## src/rtl/apt_pkg.sv

```systemverilog
package apt_pkg;

   localparam int MaxEntries = 64;
   localparam int IdxW = $clog2(MaxEntries);
   localparam int LenW = $clog2(MaxEntries + 1);

   localparam logic [3:0] CMD_ADD        = 4'd0;
   localparam logic [3:0] CMD_REMOVE_AT  = 4'd1;
   localparam logic [3:0] CMD_SET        = 4'd2;
   localparam logic [3:0] CMD_SET_EXPAND = 4'd3;
   localparam logic [3:0] CMD_GET        = 4'd4;
   localparam logic [3:0] CMD_FIND_ADDR  = 4'd5;
   localparam logic [3:0] CMD_FIND_OBJ   = 4'd6;
   localparam logic [3:0] CMD_DEL_ADDR   = 4'd7;
   localparam logic [3:0] CMD_DEL_OBJ    = 4'd8;
   localparam logic [3:0] CMD_HAS_PAIR   = 4'd9;
   localparam logic [3:0] CMD_TRUNCATE   = 4'd10;
   localparam logic [3:0] CMD_CLEAR      = 4'd11;
   localparam logic [3:0] CMD_SIZE       = 4'd12;

   localparam logic [1:0] ST_OK      = 2'd0;
   localparam logic [1:0] ST_INVALID = 2'd1;
   localparam logic [1:0] ST_FULL    = 2'd2;

   localparam logic [0:0] REG_MAX_ADDR = 1'b0;
   localparam logic [0:0] REG_MAX_OBJ  = 1'b1;

   // Controller to datapath.
   typedef struct packed {
      logic       load;      // capture the request
      logic       scan_clr;  // rp to zero, wp to zero or len, counters cleared
      logic       scan_step; // consume one read entry
      logic       rd_issue;  // issue a read at the read pointer
      logic       fill_step; // write one gap entry of set_expand
      logic       finish;    // apply the command's length and result
      logic       emit_find; // present one find result
   } apt_cmd_type;

   // Datapath to controller.
   typedef struct packed {
      logic [3:0] cmd;
      logic       rd_done;    // read pointer reached the length
      logic       fill_done;  // gap fill complete
      logic       match;      // read entry matches the key
      logic       matches_left; // more find matches still to emit
   } apt_stat_type;

endpackage

```

## src/rtl/association_pair_table.sv

```systemverilog
// Channel   | Handshake                      | Word
// ----------+--------------------------------+---------------------------------------------
// request   | req_valid / req_ready          | cmd, index, address_index, group_object, ...
// response  | rsp_valid / rsp_ready          | status, address_out, group_object_out, ...
// csr       | csr psel/penable/pwrite, pready| max address index, max group object
//
// One command is handled at a time; a word is taken only in idle. Set, truncate,
// clear, size and unknown codes go from the start state straight to finish. Walks
// (add, remove, deletes, has_pair) read each stored entry in turn; get rereads its own
// entry; set_expand writes its gap entries before it finishes. A find with matches walks
// the table twice, the second pass emitting one word per match. A walk takes one entry
// per cycle unless the response stalls, over a table with one read and one write port.
// Reset is synchronous and empties the table; entry storage is not cleared.
// A stalled response holds the result register and stalls the emit pass and finish.
module association_pair_table (
   input  logic        clock,
   input  logic        reset,
   input  logic        req_valid,
   output logic        req_ready,
   input  logic [3:0]  req_cmd,
   input  logic [15:0] req_index,
   input  logic [15:0] req_address_index,
   input  logic [15:0] req_group_object,
   input  logic [15:0] req_new_length,
   output logic        rsp_valid,
   input  logic        rsp_ready,
   output logic [1:0]  rsp_status,
   output logic [15:0] rsp_address_out,
   output logic [15:0] rsp_group_object_out,
   output logic [6:0]  rsp_match_count,
   output logic        rsp_hit,
   output logic        rsp_last,
   input  logic        psel,
   input  logic        penable,
   input  logic        pwrite,
   input  logic [2:0]  paddr,
   input  logic [31:0] pwdata,
   output logic [31:0] prdata,
   output logic        pready
);
   import apt_pkg::*;

   apt_cmd_type  ctl;
   apt_stat_type stat;
   logic [15:0]  max_addr_ff, max_obj_ff;
   logic         csr_wr;

   // Configuration registers; writes land in the access phase.
   assign pready = 1'b1;
   assign csr_wr = psel && penable && pwrite;

   always_ff @(posedge clock) begin
      if (reset) begin
         max_addr_ff <= 16'hFFFE;
         max_obj_ff <= 16'hFFFE;
      end else if (csr_wr && paddr[1:0] == 2'b00 && paddr[2] == REG_MAX_ADDR) begin
         max_addr_ff <= pwdata[15:0];
      end else if (csr_wr && paddr[1:0] == 2'b00 && paddr[2] == REG_MAX_OBJ) begin
         max_obj_ff <= pwdata[15:0];
      end
   end

   always_comb begin
      case (paddr[2])
         REG_MAX_ADDR: prdata = {16'h0, max_addr_ff};
         REG_MAX_OBJ:  prdata = {16'h0, max_obj_ff};
         default:      prdata = '0;
      endcase
   end

   apt_controller u_ctrl (
      .clock(clock), .reset(reset),
      .req_valid(req_valid), .req_ready(req_ready),
      .rsp_valid(rsp_valid), .rsp_ready(rsp_ready),
      .stat(stat), .ctl(ctl)
   );

   apt_datapath u_dp (
      .clock(clock), .reset(reset), .ctl(ctl), .stat(stat),
      .req_cmd(req_cmd), .req_index(req_index),
      .req_address_index(req_address_index), .req_group_object(req_group_object),
      .req_new_length(req_new_length),
      .max_addr(max_addr_ff), .max_obj(max_obj_ff),
      .rsp_status(rsp_status), .rsp_address_out(rsp_address_out),
      .rsp_group_object_out(rsp_group_object_out),
      .rsp_match_count(rsp_match_count), .rsp_hit(rsp_hit), .rsp_last(rsp_last)
   );

`ifndef SYNTHESIS
   a_ready_quiet: assert property (@(posedge clock) disable iff (reset)
      (rsp_valid && !rsp_ready) |=> rsp_valid) else $error("response dropped");
   a_cfg_hold: assert property (@(posedge clock) disable iff (reset)
      !(psel && penable && pwrite) |=> $stable(max_addr_ff))
      else $error("limit changed without write");
   a_pready: assert property (@(posedge clock) pready) else $error("pready low");
`endif

endmodule

```

## src/rtl/apt_datapath.sv

```systemverilog
module apt_datapath (
   input  logic                  clock,
   input  logic                  reset,
   input  apt_pkg::apt_cmd_type  ctl,
   output apt_pkg::apt_stat_type stat,
   input  logic [3:0]            req_cmd,
   input  logic [15:0]           req_index,
   input  logic [15:0]           req_address_index,
   input  logic [15:0]           req_group_object,
   input  logic [15:0]           req_new_length,
   input  logic [15:0]           max_addr,
   input  logic [15:0]           max_obj,
   output logic [1:0]            rsp_status,
   output logic [15:0]           rsp_address_out,
   output logic [15:0]           rsp_group_object_out,
   output logic [6:0]            rsp_match_count,
   output logic                  rsp_hit,
   output logic                  rsp_last
);
   import apt_pkg::*;

   logic [15:0] mem_a [MaxEntries];
   logic [15:0] mem_g [MaxEntries];

   logic [3:0]      cmd_ff;
   logic [15:0]     idx_ff, a_ff, g_ff, nl_ff;
   logic [LenW-1:0] len_ff, len_in;
   logic [LenW-1:0] rp_ff, wp_ff, cnt_ff, tot_ff;
   logic            rv_ff, hit_ff;
   logic [15:0]     rda_ff, rdg_ff;
   logic [1:0]      st_ff;
   logic [15:0]     oa_ff, og_ff;
   logic [6:0]      omc_ff;
   logic            ohit_ff, olast_ff;

   logic        by_obj, is_del, is_find, key_hit, pair_hit, valid_pair;
   logic        wr_en;
   logic [IdxW-1:0] wr_addr;
   logic [IdxW-1:0] rd_addr;
   logic [15:0] wr_a, wr_g;
   logic [16:0] idx_ext;

   assign by_obj  = (cmd_ff == CMD_FIND_OBJ) || (cmd_ff == CMD_DEL_OBJ);
   assign is_del  = (cmd_ff == CMD_DEL_ADDR) || (cmd_ff == CMD_DEL_OBJ);
   assign is_find = (cmd_ff == CMD_FIND_ADDR) || (cmd_ff == CMD_FIND_OBJ);
   assign key_hit = by_obj ? (rdg_ff == g_ff) : (rda_ff == a_ff);
   assign pair_hit = (rda_ff == a_ff) && (rdg_ff == g_ff);
   assign valid_pair = (a_ff <= max_addr) && (g_ff <= max_obj);
   assign idx_ext = {1'b0, idx_ff};

   // Get rereads its own entry; every other walk follows the read pointer.
   assign rd_addr = (cmd_ff == CMD_GET) ? idx_ff[IdxW-1:0] : rp_ff[IdxW-1:0];

   assign stat.cmd = cmd_ff;
   assign stat.rd_done = (rp_ff == len_ff);
   assign stat.fill_done = ({{(17-LenW){1'b0}}, wp_ff} >= idx_ext)
      || (idx_ext >= 17'(MaxEntries));
   assign stat.match = rv_ff && key_hit;
   assign stat.matches_left = (cnt_ff != tot_ff);

   // Write port: compaction writes on scan, gap fill, and finish writes.
   always_comb begin
      wr_en = 1'b0;
      wr_addr = wp_ff[IdxW-1:0];
      wr_a = rda_ff;
      wr_g = rdg_ff;
      if (ctl.scan_step && rv_ff) begin
         if (cmd_ff == CMD_REMOVE_AT) begin
            wr_en = ({{(17-LenW){1'b0}}, rp_ff} > idx_ext + 17'd1);
            wr_addr = IdxW'(rp_ff - LenW'(2));
         end else if (is_del) begin
            wr_en = !key_hit;
         end
      end else if (ctl.fill_step) begin
         wr_en = 1'b1;
         wr_a = 16'hFFFF;
         wr_g = 16'hFFFF;
      end else if (ctl.finish) begin
         wr_addr = idx_ff[IdxW-1:0];
         wr_a = a_ff;
         wr_g = g_ff;
         case (cmd_ff)
            CMD_ADD: begin
               wr_addr = len_ff[IdxW-1:0];
               wr_en = valid_pair && (len_ff < LenW'(MaxEntries)) && !hit_ff;
            end
            CMD_SET: wr_en = valid_pair && (idx_ext < {{(17-LenW){1'b0}}, len_ff});
            CMD_SET_EXPAND: wr_en = (idx_ext < 17'(MaxEntries));
            default: wr_en = 1'b0;
         endcase
      end
   end

   always_ff @(posedge clock) begin
      if (wr_en) begin
         mem_a[wr_addr] <= wr_a;
         mem_g[wr_addr] <= wr_g;
      end
      if (ctl.rd_issue) begin
         rda_ff <= mem_a[rd_addr];
         rdg_ff <= mem_g[rd_addr];
      end
   end

   always_comb begin
      len_in = len_ff;
      if (ctl.finish) begin
         case (cmd_ff)
            CMD_ADD:
               if (valid_pair && (len_ff < LenW'(MaxEntries)) && !hit_ff)
                  len_in = len_ff + LenW'(1);
            CMD_REMOVE_AT:
               if (idx_ext < {{(17-LenW){1'b0}}, len_ff}) len_in = len_ff - LenW'(1);
            CMD_SET_EXPAND:
               if (idx_ext < 17'(MaxEntries) && idx_ext >= {{(17-LenW){1'b0}}, len_ff})
                  len_in = LenW'(idx_ff) + LenW'(1);
            CMD_DEL_ADDR, CMD_DEL_OBJ: len_in = wp_ff;
            CMD_TRUNCATE:
               if ({1'b0, nl_ff} < {{(17-LenW){1'b0}}, len_ff}) len_in = LenW'(nl_ff);
            CMD_CLEAR: len_in = '0;
            default: len_in = len_ff;
         endcase
      end
   end

   // A read word stays pending until a scan step consumes it or a scan clear drops it.
   always_ff @(posedge clock) begin
      if (reset) begin
         len_ff <= '0;
         rv_ff <= 1'b0;
      end else begin
         len_ff <= len_in;
         rv_ff <= !ctl.scan_clr && (ctl.rd_issue || (rv_ff && !ctl.scan_step));
      end
   end

   always_ff @(posedge clock) begin
      if (ctl.load) begin
         cmd_ff <= req_cmd;
         idx_ff <= req_index;
         a_ff <= req_address_index;
         g_ff <= req_group_object;
         nl_ff <= req_new_length;
      end
      if (ctl.load || ctl.scan_clr) begin
         rp_ff <= '0;
         wp_ff <= (cmd_ff == CMD_SET_EXPAND) ? len_ff : '0;
         cnt_ff <= '0;
         hit_ff <= 1'b0;
      end else begin
         if (ctl.rd_issue) rp_ff <= rp_ff + LenW'(1);
         if (ctl.fill_step) wp_ff <= wp_ff + LenW'(1);
         if (ctl.scan_step && rv_ff) begin
            if (is_del && !key_hit) begin
               wp_ff <= wp_ff + LenW'(1);
            end
            if ((cmd_ff == CMD_ADD || cmd_ff == CMD_HAS_PAIR) && pair_hit) hit_ff <= 1'b1;
            if ((is_find || is_del) && key_hit) cnt_ff <= cnt_ff + LenW'(1);
         end
      end
      if (ctl.load) tot_ff <= '0;
      else if (ctl.scan_clr && is_find) tot_ff <= cnt_ff;
   end

   // Result register.
   always_ff @(posedge clock) begin
      if (ctl.emit_find) begin
         st_ff <= ST_OK;
         oa_ff <= rda_ff;
         og_ff <= rdg_ff;
         omc_ff <= 7'(tot_ff);
         ohit_ff <= 1'b1;
         olast_ff <= (cnt_ff + LenW'(1) == tot_ff);
      end else if (ctl.finish) begin
         st_ff <= ST_OK;
         oa_ff <= '0;
         og_ff <= '0;
         omc_ff <= 7'(len_in);
         ohit_ff <= 1'b0;
         olast_ff <= 1'b1;
         case (cmd_ff)
            CMD_ADD: begin
               if (!valid_pair) st_ff <= ST_INVALID;
               else if (len_ff >= LenW'(MaxEntries)) st_ff <= ST_FULL;
               else ohit_ff <= hit_ff;
            end
            CMD_REMOVE_AT: begin
               if (idx_ext >= {{(17-LenW){1'b0}}, len_ff}) st_ff <= ST_INVALID;
               else ohit_ff <= 1'b1;
            end
            CMD_SET: begin
               if (idx_ext >= {{(17-LenW){1'b0}}, len_ff} || !valid_pair)
                  st_ff <= ST_INVALID;
               else ohit_ff <= 1'b1;
            end
            CMD_SET_EXPAND: begin
               if (idx_ext >= 17'(MaxEntries)) st_ff <= ST_INVALID;
               else ohit_ff <= 1'b1;
            end
            CMD_GET: begin
               if (idx_ext >= {{(17-LenW){1'b0}}, len_ff}) begin
                  oa_ff <= 16'hFFFF;
                  og_ff <= 16'hFFFF;
               end else begin
                  oa_ff <= rda_ff;
                  og_ff <= rdg_ff;
                  ohit_ff <= 1'b1;
               end
            end
            CMD_FIND_ADDR, CMD_FIND_OBJ: omc_ff <= '0;
            CMD_DEL_ADDR, CMD_DEL_OBJ: begin
               omc_ff <= 7'(cnt_ff);
               ohit_ff <= (cnt_ff != '0);
            end
            CMD_HAS_PAIR: begin
               oa_ff <= a_ff;
               og_ff <= g_ff;
               ohit_ff <= hit_ff;
            end
            CMD_TRUNCATE, CMD_CLEAR, CMD_SIZE: ;
            default: begin
               st_ff <= ST_INVALID;
               omc_ff <= '0;
            end
         endcase
      end
   end

   assign rsp_status = st_ff;
   assign rsp_address_out = oa_ff;
   assign rsp_group_object_out = og_ff;
   assign rsp_match_count = omc_ff;
   assign rsp_hit = ohit_ff;
   assign rsp_last = olast_ff;

`ifndef SYNTHESIS
   a_len_bound: assert property (@(posedge clock) disable iff (reset)
      len_ff <= LenW'(MaxEntries)) else $error("length above capacity");
   a_wp_le_rp: assert property (@(posedge clock) disable iff (reset)
      (is_del && ctl.scan_step) |-> wp_ff <= rp_ff)
      else $error("compaction write passed read");
   a_len_step: assert property (@(posedge clock) disable iff (reset)
      (cmd_ff == CMD_ADD && ctl.finish) |=> (len_ff == $past(len_ff)
      || len_ff == $past(len_ff) + LenW'(1))) else $error("add grew length by more than one");
`endif

endmodule

```

## src/rtl/apt_controller.sv

```systemverilog
module apt_controller (
   input  logic                  clock,
   input  logic                  reset,
   input  logic                  req_valid,
   output logic                  req_ready,
   output logic                  rsp_valid,
   input  logic                  rsp_ready,
   input  apt_pkg::apt_stat_type stat,
   output apt_pkg::apt_cmd_type  ctl
);
   import apt_pkg::*;

   localparam logic [2:0] S_IDLE   = 3'd0;
   localparam logic [2:0] S_SCAN   = 3'd1;
   localparam logic [2:0] S_FILL   = 3'd2;
   localparam logic [2:0] S_FIN    = 3'd3;
   localparam logic [2:0] S_EMIT   = 3'd4;
   localparam logic [2:0] S_FSCAN  = 3'd5;
   localparam logic [2:0] S_START  = 3'd6;

   logic [2:0] state_ff, state_in;
   logic       ov_ff, ov_in;   // result register holds an unread word
   logic       pass2_ff, pass2_in;
   logic       out_free, is_find, needs_scan;

   assign out_free = !ov_ff || rsp_ready;
   assign is_find = (stat.cmd == CMD_FIND_ADDR) || (stat.cmd == CMD_FIND_OBJ);
   assign needs_scan = (stat.cmd == CMD_ADD) || (stat.cmd == CMD_REMOVE_AT)
      || is_find || (stat.cmd == CMD_DEL_ADDR) || (stat.cmd == CMD_DEL_OBJ)
      || (stat.cmd == CMD_HAS_PAIR) || (stat.cmd == CMD_GET);

   assign req_ready = (state_ff == S_IDLE);
   assign rsp_valid = ov_ff;

   always_comb begin
      state_in = state_ff;
      pass2_in = pass2_ff;
      ctl = '0;
      ov_in = ov_ff && !rsp_ready;
      case (state_ff)
         S_IDLE: begin
            if (req_valid) begin
               ctl.load = 1'b1;
               state_in = S_START;
            end
         end
         S_START: begin
            ctl.scan_clr = 1'b1;
            pass2_in = 1'b0;
            if (stat.cmd == CMD_SET_EXPAND) state_in = S_FILL;
            else if (needs_scan) state_in = S_SCAN;
            else state_in = S_FIN;
         end
         S_FILL: begin
            if (stat.fill_done) state_in = S_FIN;
            else ctl.fill_step = 1'b1;
         end
         S_SCAN: begin
            // Every walk runs up to the length; get rereads its own entry.
            ctl.scan_step = 1'b1;
            if (!stat.rd_done) ctl.rd_issue = 1'b1;
            else state_in = S_FSCAN;
         end
         S_FSCAN: begin
            // The walk is over; a find goes on to its emit pass.
            ctl.scan_step = 1'b1;
            if (is_find && !pass2_ff) state_in = S_EMIT;
            else state_in = S_FIN;
         end
         S_EMIT: begin
            if (!pass2_ff) begin
               ctl.scan_clr = 1'b1;
               pass2_in = 1'b1;
               state_in = stat.matches_left ? S_EMIT : S_FIN;
            end else if (!stat.matches_left) begin
               state_in = S_IDLE;
            end else if (out_free) begin
               // Walk to the next match, then emit it.
               ctl.scan_step = 1'b1;
               if (stat.match) begin
                  ctl.emit_find = 1'b1;
                  ov_in = 1'b1;
               end else if (!stat.rd_done) begin
                  ctl.rd_issue = 1'b1;
               end
               if (stat.match && !stat.rd_done) ctl.rd_issue = 1'b1;
            end
         end
         S_FIN: begin
            if (out_free) begin
               ctl.finish = 1'b1;
               ov_in = 1'b1;
               state_in = S_IDLE;
            end
         end
         default: state_in = S_IDLE;
      endcase
   end

   always_ff @(posedge clock) begin
      if (reset) begin
         state_ff <= S_IDLE;
         ov_ff <= 1'b0;
         pass2_ff <= 1'b0;
      end else begin
         state_ff <= state_in;
         ov_ff <= ov_in;
         pass2_ff <= pass2_in;
      end
   end

`ifndef SYNTHESIS
   a_one_owner: assert property (@(posedge clock) disable iff (reset)
      !(ctl.finish && ctl.emit_find)) else $error("two result sources at once");
   a_no_overwrite: assert property (@(posedge clock) disable iff (reset)
      (ov_ff && !rsp_ready) |-> !(ctl.finish || ctl.emit_find))
      else $error("result word overwritten");
   a_load_idle: assert property (@(posedge clock) disable iff (reset)
      ctl.load |-> state_ff == S_IDLE) else $error("load outside idle");
`endif

endmodule
```

## config.mk

```make
export PLATFORM = sky130hd
export DESIGN_NAME = association_pair_table
export DESIGN_NICKNAME = d
export VERILOG_FILES = /design/src/rtl/apt_pkg.sv /design/src/rtl/association_pair_table.sv /design/src/rtl/apt_datapath.sv /design/src/rtl/apt_controller.sv
export SDC_FILE = /design/constraint.sdc
export NUM_CORES = 2
export LEC_CHECK = 0
export BUFFER_PORTS_ARGS = -buffer_cell sky130_fd_sc_hd__buf_2
export CAP_MARGIN = 30
export CORE_MARGIN = 3
export CORE_UTILIZATION = 62
export DETAILED_ROUTE_END_ITERATION = 12
export PLACE_DENSITY = 0.86
export SETUP_SLACK_MARGIN = 0.5
export SLEW_MARGIN = 5
export SYNTH_ARGS = -nofsm -noshare
export SYNTH_HDL_FRONTEND = slang
export SYNTH_HIERARCHICAL = 1
export SYNTH_SLANG_ARGS = --single-unit
```

## constraint.sdc

```tcl
create_clock -name clock -period 6.9 [get_ports clock]
set_clock_uncertainty 0.1 [all_clocks]
set_input_delay 1.38 -clock clock [delete_from_list [all_inputs] [get_ports clock]]
set_output_delay 1.38 -clock clock [all_outputs]
set_load 0.02 [all_outputs]
```

==> Word level (Yosys, flattened, before mapping) <==
Memories as Yosys holds them, arrays and structs flattened. A register that Yosys moved wholly into a read port is not among the register bits.
Cells that the tools add are included.
{ "word_totals": {"register_bits": 185, "latchBits": 0, "mem_bits_rw": 2048, "romBits": 0, "in_bits": 110, "wordCells": 233, "n_memories": 2} }
{ "memory_table": {"columns": ["memory", "words", "width", "rd", "rd_clocked_by_memory_dff", "write_ports", "line", "rtl"], "rows": [
  ["u_dp.mem_a", 64, 16, 1, 1, 1, "apt_datapath.sv:22", "logic [15:0] mem_a [MaxEntries];"],
  ["u_dp.mem_g", 64, 16, 1, 1, 1, "apt_datapath.sv:23", "logic [15:0] mem_g [MaxEntries];"]
]} }
{ "op_classes": {"n_addsub": 8, "mul": 0, "n_div": 0, "n_lt_le_gt_ge": 11, "eq_ne": 28, "n_shift": 0, "mux": 97, "bitwise": 2, "reduce_logical": 62} }
{ "op_table": {"columns": ["op", "n"], "rows": [
  ["two-way mux 16 bit", 12],
  ["two-way mux 7 bit", 12],
  ["one-hot mux 16 bit (2 select lines)", 2],
  ["one-hot mux 32 bit (2 select lines)", 1],
  ["one-hot mux 7 bit (6 select lines)", 1],
  ["two-way mux 1 bit", 38],
  ["two-way mux 6 bit", 6],
  ["adder 7 x 1 -> 7 bit (second input constant)", 5],
  ["== test 16 bit", 2],
  ["<= comparator 16 bit", 2],
  ["< comparator 16 x 7 -> 1 bit", 2],
  ["two-way mux 3 bit", 8],
  ["logical AND 1 bit", 22],
  ["one-hot mux 3 bit (7 select lines)", 1],
  ["== test 4 bit (second input constant)", 5],
  ["OR reduction 9 bit", 2],
  ["adder 16 x 1 -> 17 bit (second input constant)", 1],
  ["greater-than comparator 7 x 17 -> 1 bit", 1],
  ["== test 4 x 3 -> 1 bit (second input constant)", 4],
  ["greater-or-equal comparator 16 x 7 -> 1 bit", 1],
  ["greater-or-equal comparator 16 x 7 -> 1 bit (second input constant)", 1],
  ["greater-or-equal comparator 7 x 16 -> 1 bit", 1],
  ["logical OR 1 bit", 16],
  ["< comparator 16 x 7 -> 1 bit (second input constant)", 1],
  ["30 further kinds", 61]
]} }

==> Depth between registers and ports, before layout <==
{ "depth": {"depth_word": 14, "ltp_mapped": 18} }

==> By module <==
The synthesis kept the hierarchy.
{ "by_module_without_submodules": {"columns": ["module", "instances", "cells_each", "area_each_um2", "seq_area_each_um2"], "rows": [
  ["apt_datapath", 1, 4424, 88997.9, 66503.8],
  ["association_pair_table", 1, 164, 1609.0, 640.6],
  ["apt_controller", 1, 62, 544.3, 100.1]
]} }

==> Worst setup path before layout <==
OpenSTA, ideal clock, no wires.
{ "synth_path": {"kind": "input-to-reg", "startpoint": "input rsp_ready", "endpoint": "memory u_dp.mem_a[10][0], enable pin", "arrival_time_ns": 5.502, "required_time_ns": 6.339, "slack_ns": 0.837, "path_stages": 12, "path_cell_list": "nand2b_1 > nand2_1 > o21ai_0 > nand2_1 > nand2_1 > o21ai_1 > nor2_1 > a221oi_1 > nor2b_1 > nand2b_1 > clkbuf_1 > nor3_1"} }
{ "synth_rtl": {"columns": ["element", "line", "rtl"], "rows": [
  ["start: declaration", "association_pair_table.sv:26", "input logic rsp_ready,"],
  ["end: declaration", "apt_datapath.sv:22", null]
]} }

==> results.toml <==
[placement]
gp_congestion = 0.9064
dpl_worst_slack_ps = 1044
dp.final_hpwl_um = 142900
placed_cells = 6677
portBuffers = 154
place_area_um2 = 95440

[power]
leakage_uw = 0.03546
p_per_area_nw_per_um2 = 329.4
peakVddDrop_uv = 275.6

[logic_synthesis]
synthArstFlopShare = 0
yosysMostFrequentCell = "edfxtp_1"
synth_area_leader_cell = "edfxtp_1"
synthCells = 4650
synth_seq_cells = 2265
synth-edff-count = 2188
yosys-top-cells-area = "edfxtp_1 (72%), mux4_2 (13%), mux2i_1 (3.4%)"
synth_common_cells = "edfxtp_1 (2188), mux4_2 (512), mux2i_1 (308), nand2_1 (169), nor2_1 (165)"
synth.distinct_cells = 90
synth_flop_cell = "edfxtp_1"
yosysWarningCount = 6
synth_top_area_frac = 0.7208
syn-cell-area_um2 = 91150
ys_seq_area_frac = 0.7377
synth_area_per_cell_um2 = 19.60

[floorplan]
io_pins = 188
die_x_um = 389.4
start_util = 0.6247
die_y_um = 389.4
row_count = 140
die_area_um2 = 151700
core_area_um2 = 145900

[detailed_routing]
wl_per_cell_um = 36.50
num_vias = 51040
wl_um = 258900
drtAntennaViolNets = 0
drtIter0Drc = 8718
dr.pass1.iters = 8
drt-vias-per-instance = 7.195
drcViolationCount = 0

[min_path]
min_path_type = "flop to flop"

[timing]
final.period_utilization = 0.9250
period_needed_ps = 6382
fmax_mhz = 156.7
finalSetupViolations = 0
setup_slack_ps = 517.7
max_slew_margin = 0.1360
rsz0062_at_grt = "false"
hold_viol = 0
setup_tns_ps = 0
maxSlewViolCount = 0
tightestPinTransition_ps = 1296

[status]
outcome = "finished, final reports clean"

[clock_tree]
post_cts_buffers = 0
cts_tree = "yes"
cts_inserted_buffers = 208
clockBufferDepth = 3
numClockSinks = 2265
clkTransAtPathRegs_ps = 70
root_buffer = "clkbuf_16"
ctsResizeCount = 0
clk_latency_ps = 880
h-tree-depth = 4
ctsHoldBuffers = 0

[layout]
area_growth_pct = 12.07
reg_top3 = "u_dp/mem_a: 1024 flops, u_dp/mem_g: 1024 flops"
nets = 5174
drive_above_1_share = 0.2584
stdcell_area_um2 = 102200
fin_util = 0.7001
fin_cells = 7094

[grt]
grt-ovfl-total = 0
grt_max_degree = 107
grt_pass1_wl_um = 368800
grt_use_total = 0.3441
grt_pass1_vias = 50680
antenna_found_initial = 33

[worst_setup_path]
r2r_start = "u_dp/wp_ff[0]"
critPathArrivalTime_ps = 6780
worstRegToRegCells = 17
cp-startpoint = "u_dp/wp_ff[0]"
crit_end = "u_dp/mem_g[18][13]"
regToRegEndpoint = "u_dp/mem_g[18][13]"
r2r_slack_ps = 520
path_max_fanout = 32
critical_path_class = "flop to flop"
worst_setup_path_start_kind = "flop"
crit_required_ps = 7300
crit_path_end_kind = "flop"

[run]
cap_violations = 0
## where the power goes
group | switching (uW) | total (uW) | internal, uW
sequential | 273 | 16300 | 16100
combinational | 3860 | 6210 | 2350
clock | 5100 | 11100 | 6010
## metal layers
layer / track usage / share of wire / vias up
li1: - / - / 19690
met1: 0.4319 / 0.31 / 25440
met2: 0.5355 / 0.47 / 4831
met3: 0.1056 / 0.14 / 1062
met4: 0.2044 / 0.071 / 12
met5: 0 / 0.00031 / -
## final cells by class
type	count	area [um2]
Tap cell	1917	2399
Clock buffer	258	5456
Sequential cell	2265	67240
Fill cell	8022	43760
Clock inverter	115	919.6
Inverter	67	254.0
Antenna cell	23	57.56
Timing Repair Buffer	385	3018
Multi-Input combinational cell	2064	22800
## cell families (layout without fill, tap and decap cells)
family | Yosys count | in the layout | synth area share
AO/OA/AOI/OAI | 386 | 386 | 0.02655
adder cells (fa/ha/maj) | 73 | 73 | 0.01002
XOR/XNOR | 81 | 81 | 0.007783
other | 2 | 40 | 0.00008239
buffers and inverters | 336 | 825 | 0.01875
flip-flops | 2265 | 2265 | 0.7377
AND/OR/NAND/NOR | 667 | 667 | 0.03629
multiplexers | 840 | 840 | 0.1628
## stage by stage
step	hold slack [ps]	power, uW
after floorplan	365.9	20400
after global placement	380.2	22110
after detailed placement	383.1	22420
after CTS	390.8	33440
after global routing	422.0	34390
final	389.6	33650
## layout by cell type (no fill, tap or decap), drive strengths merged, types with 15 or more instances in the layout
master and instances:
nor4 15, o22ai 131, clkbuf 260, buf 383
ha 73, nor2 167, inv 76, edfxtp 2188
diode 23, nand2 169, conb 17, nand3 71
nand2b 27, nor2b 21, or4 32, nor3 84
xor2 15, a21oi 125, mux2i 308, clkinv 88
and3 18, nand4 25, mux2 20, o21ai 42
dfxtp 77, xnor2 66, mux4 512
## worst max-delay path, stage by stage (launching register included)
cell	delay (ps)
dfxtp_1	480
inv_1	120
ha_1	280
nand2b_1	140
a21o_1	170
a21o_1	160
a21o_1	160
a21oi_1	150
nor2b_1	70
o21ai_0	140
nand3b_1	190
nor4b_4	520
nor2_1	180
a221oi_1	1080
nor2b_1	330
nand2b_1	600
nor3_2	570
buf_4	520
## worst min-delay path by stage
stage                                   from                  to  slack [ps]  cells past startpoint
after CTS                 u_dp/rsp_status[1]  u_dp/rsp_status[1]         390                      2
final                     u_dp/rsp_status[1]  u_dp/rsp_status[1]         390                      2
after global placement    u_dp/rsp_status[1]  u_dp/rsp_status[1]         380                      2
after floorplan                max_obj_ff[0]       max_obj_ff[0]         370                      2
after detailed placement  u_dp/rsp_status[1]  u_dp/rsp_status[1]         380                      2
after global routing      u_dp/rsp_status[1]  u_dp/rsp_status[1]         420                      2
No activity file was read; power rests on OpenSTA's default activity.
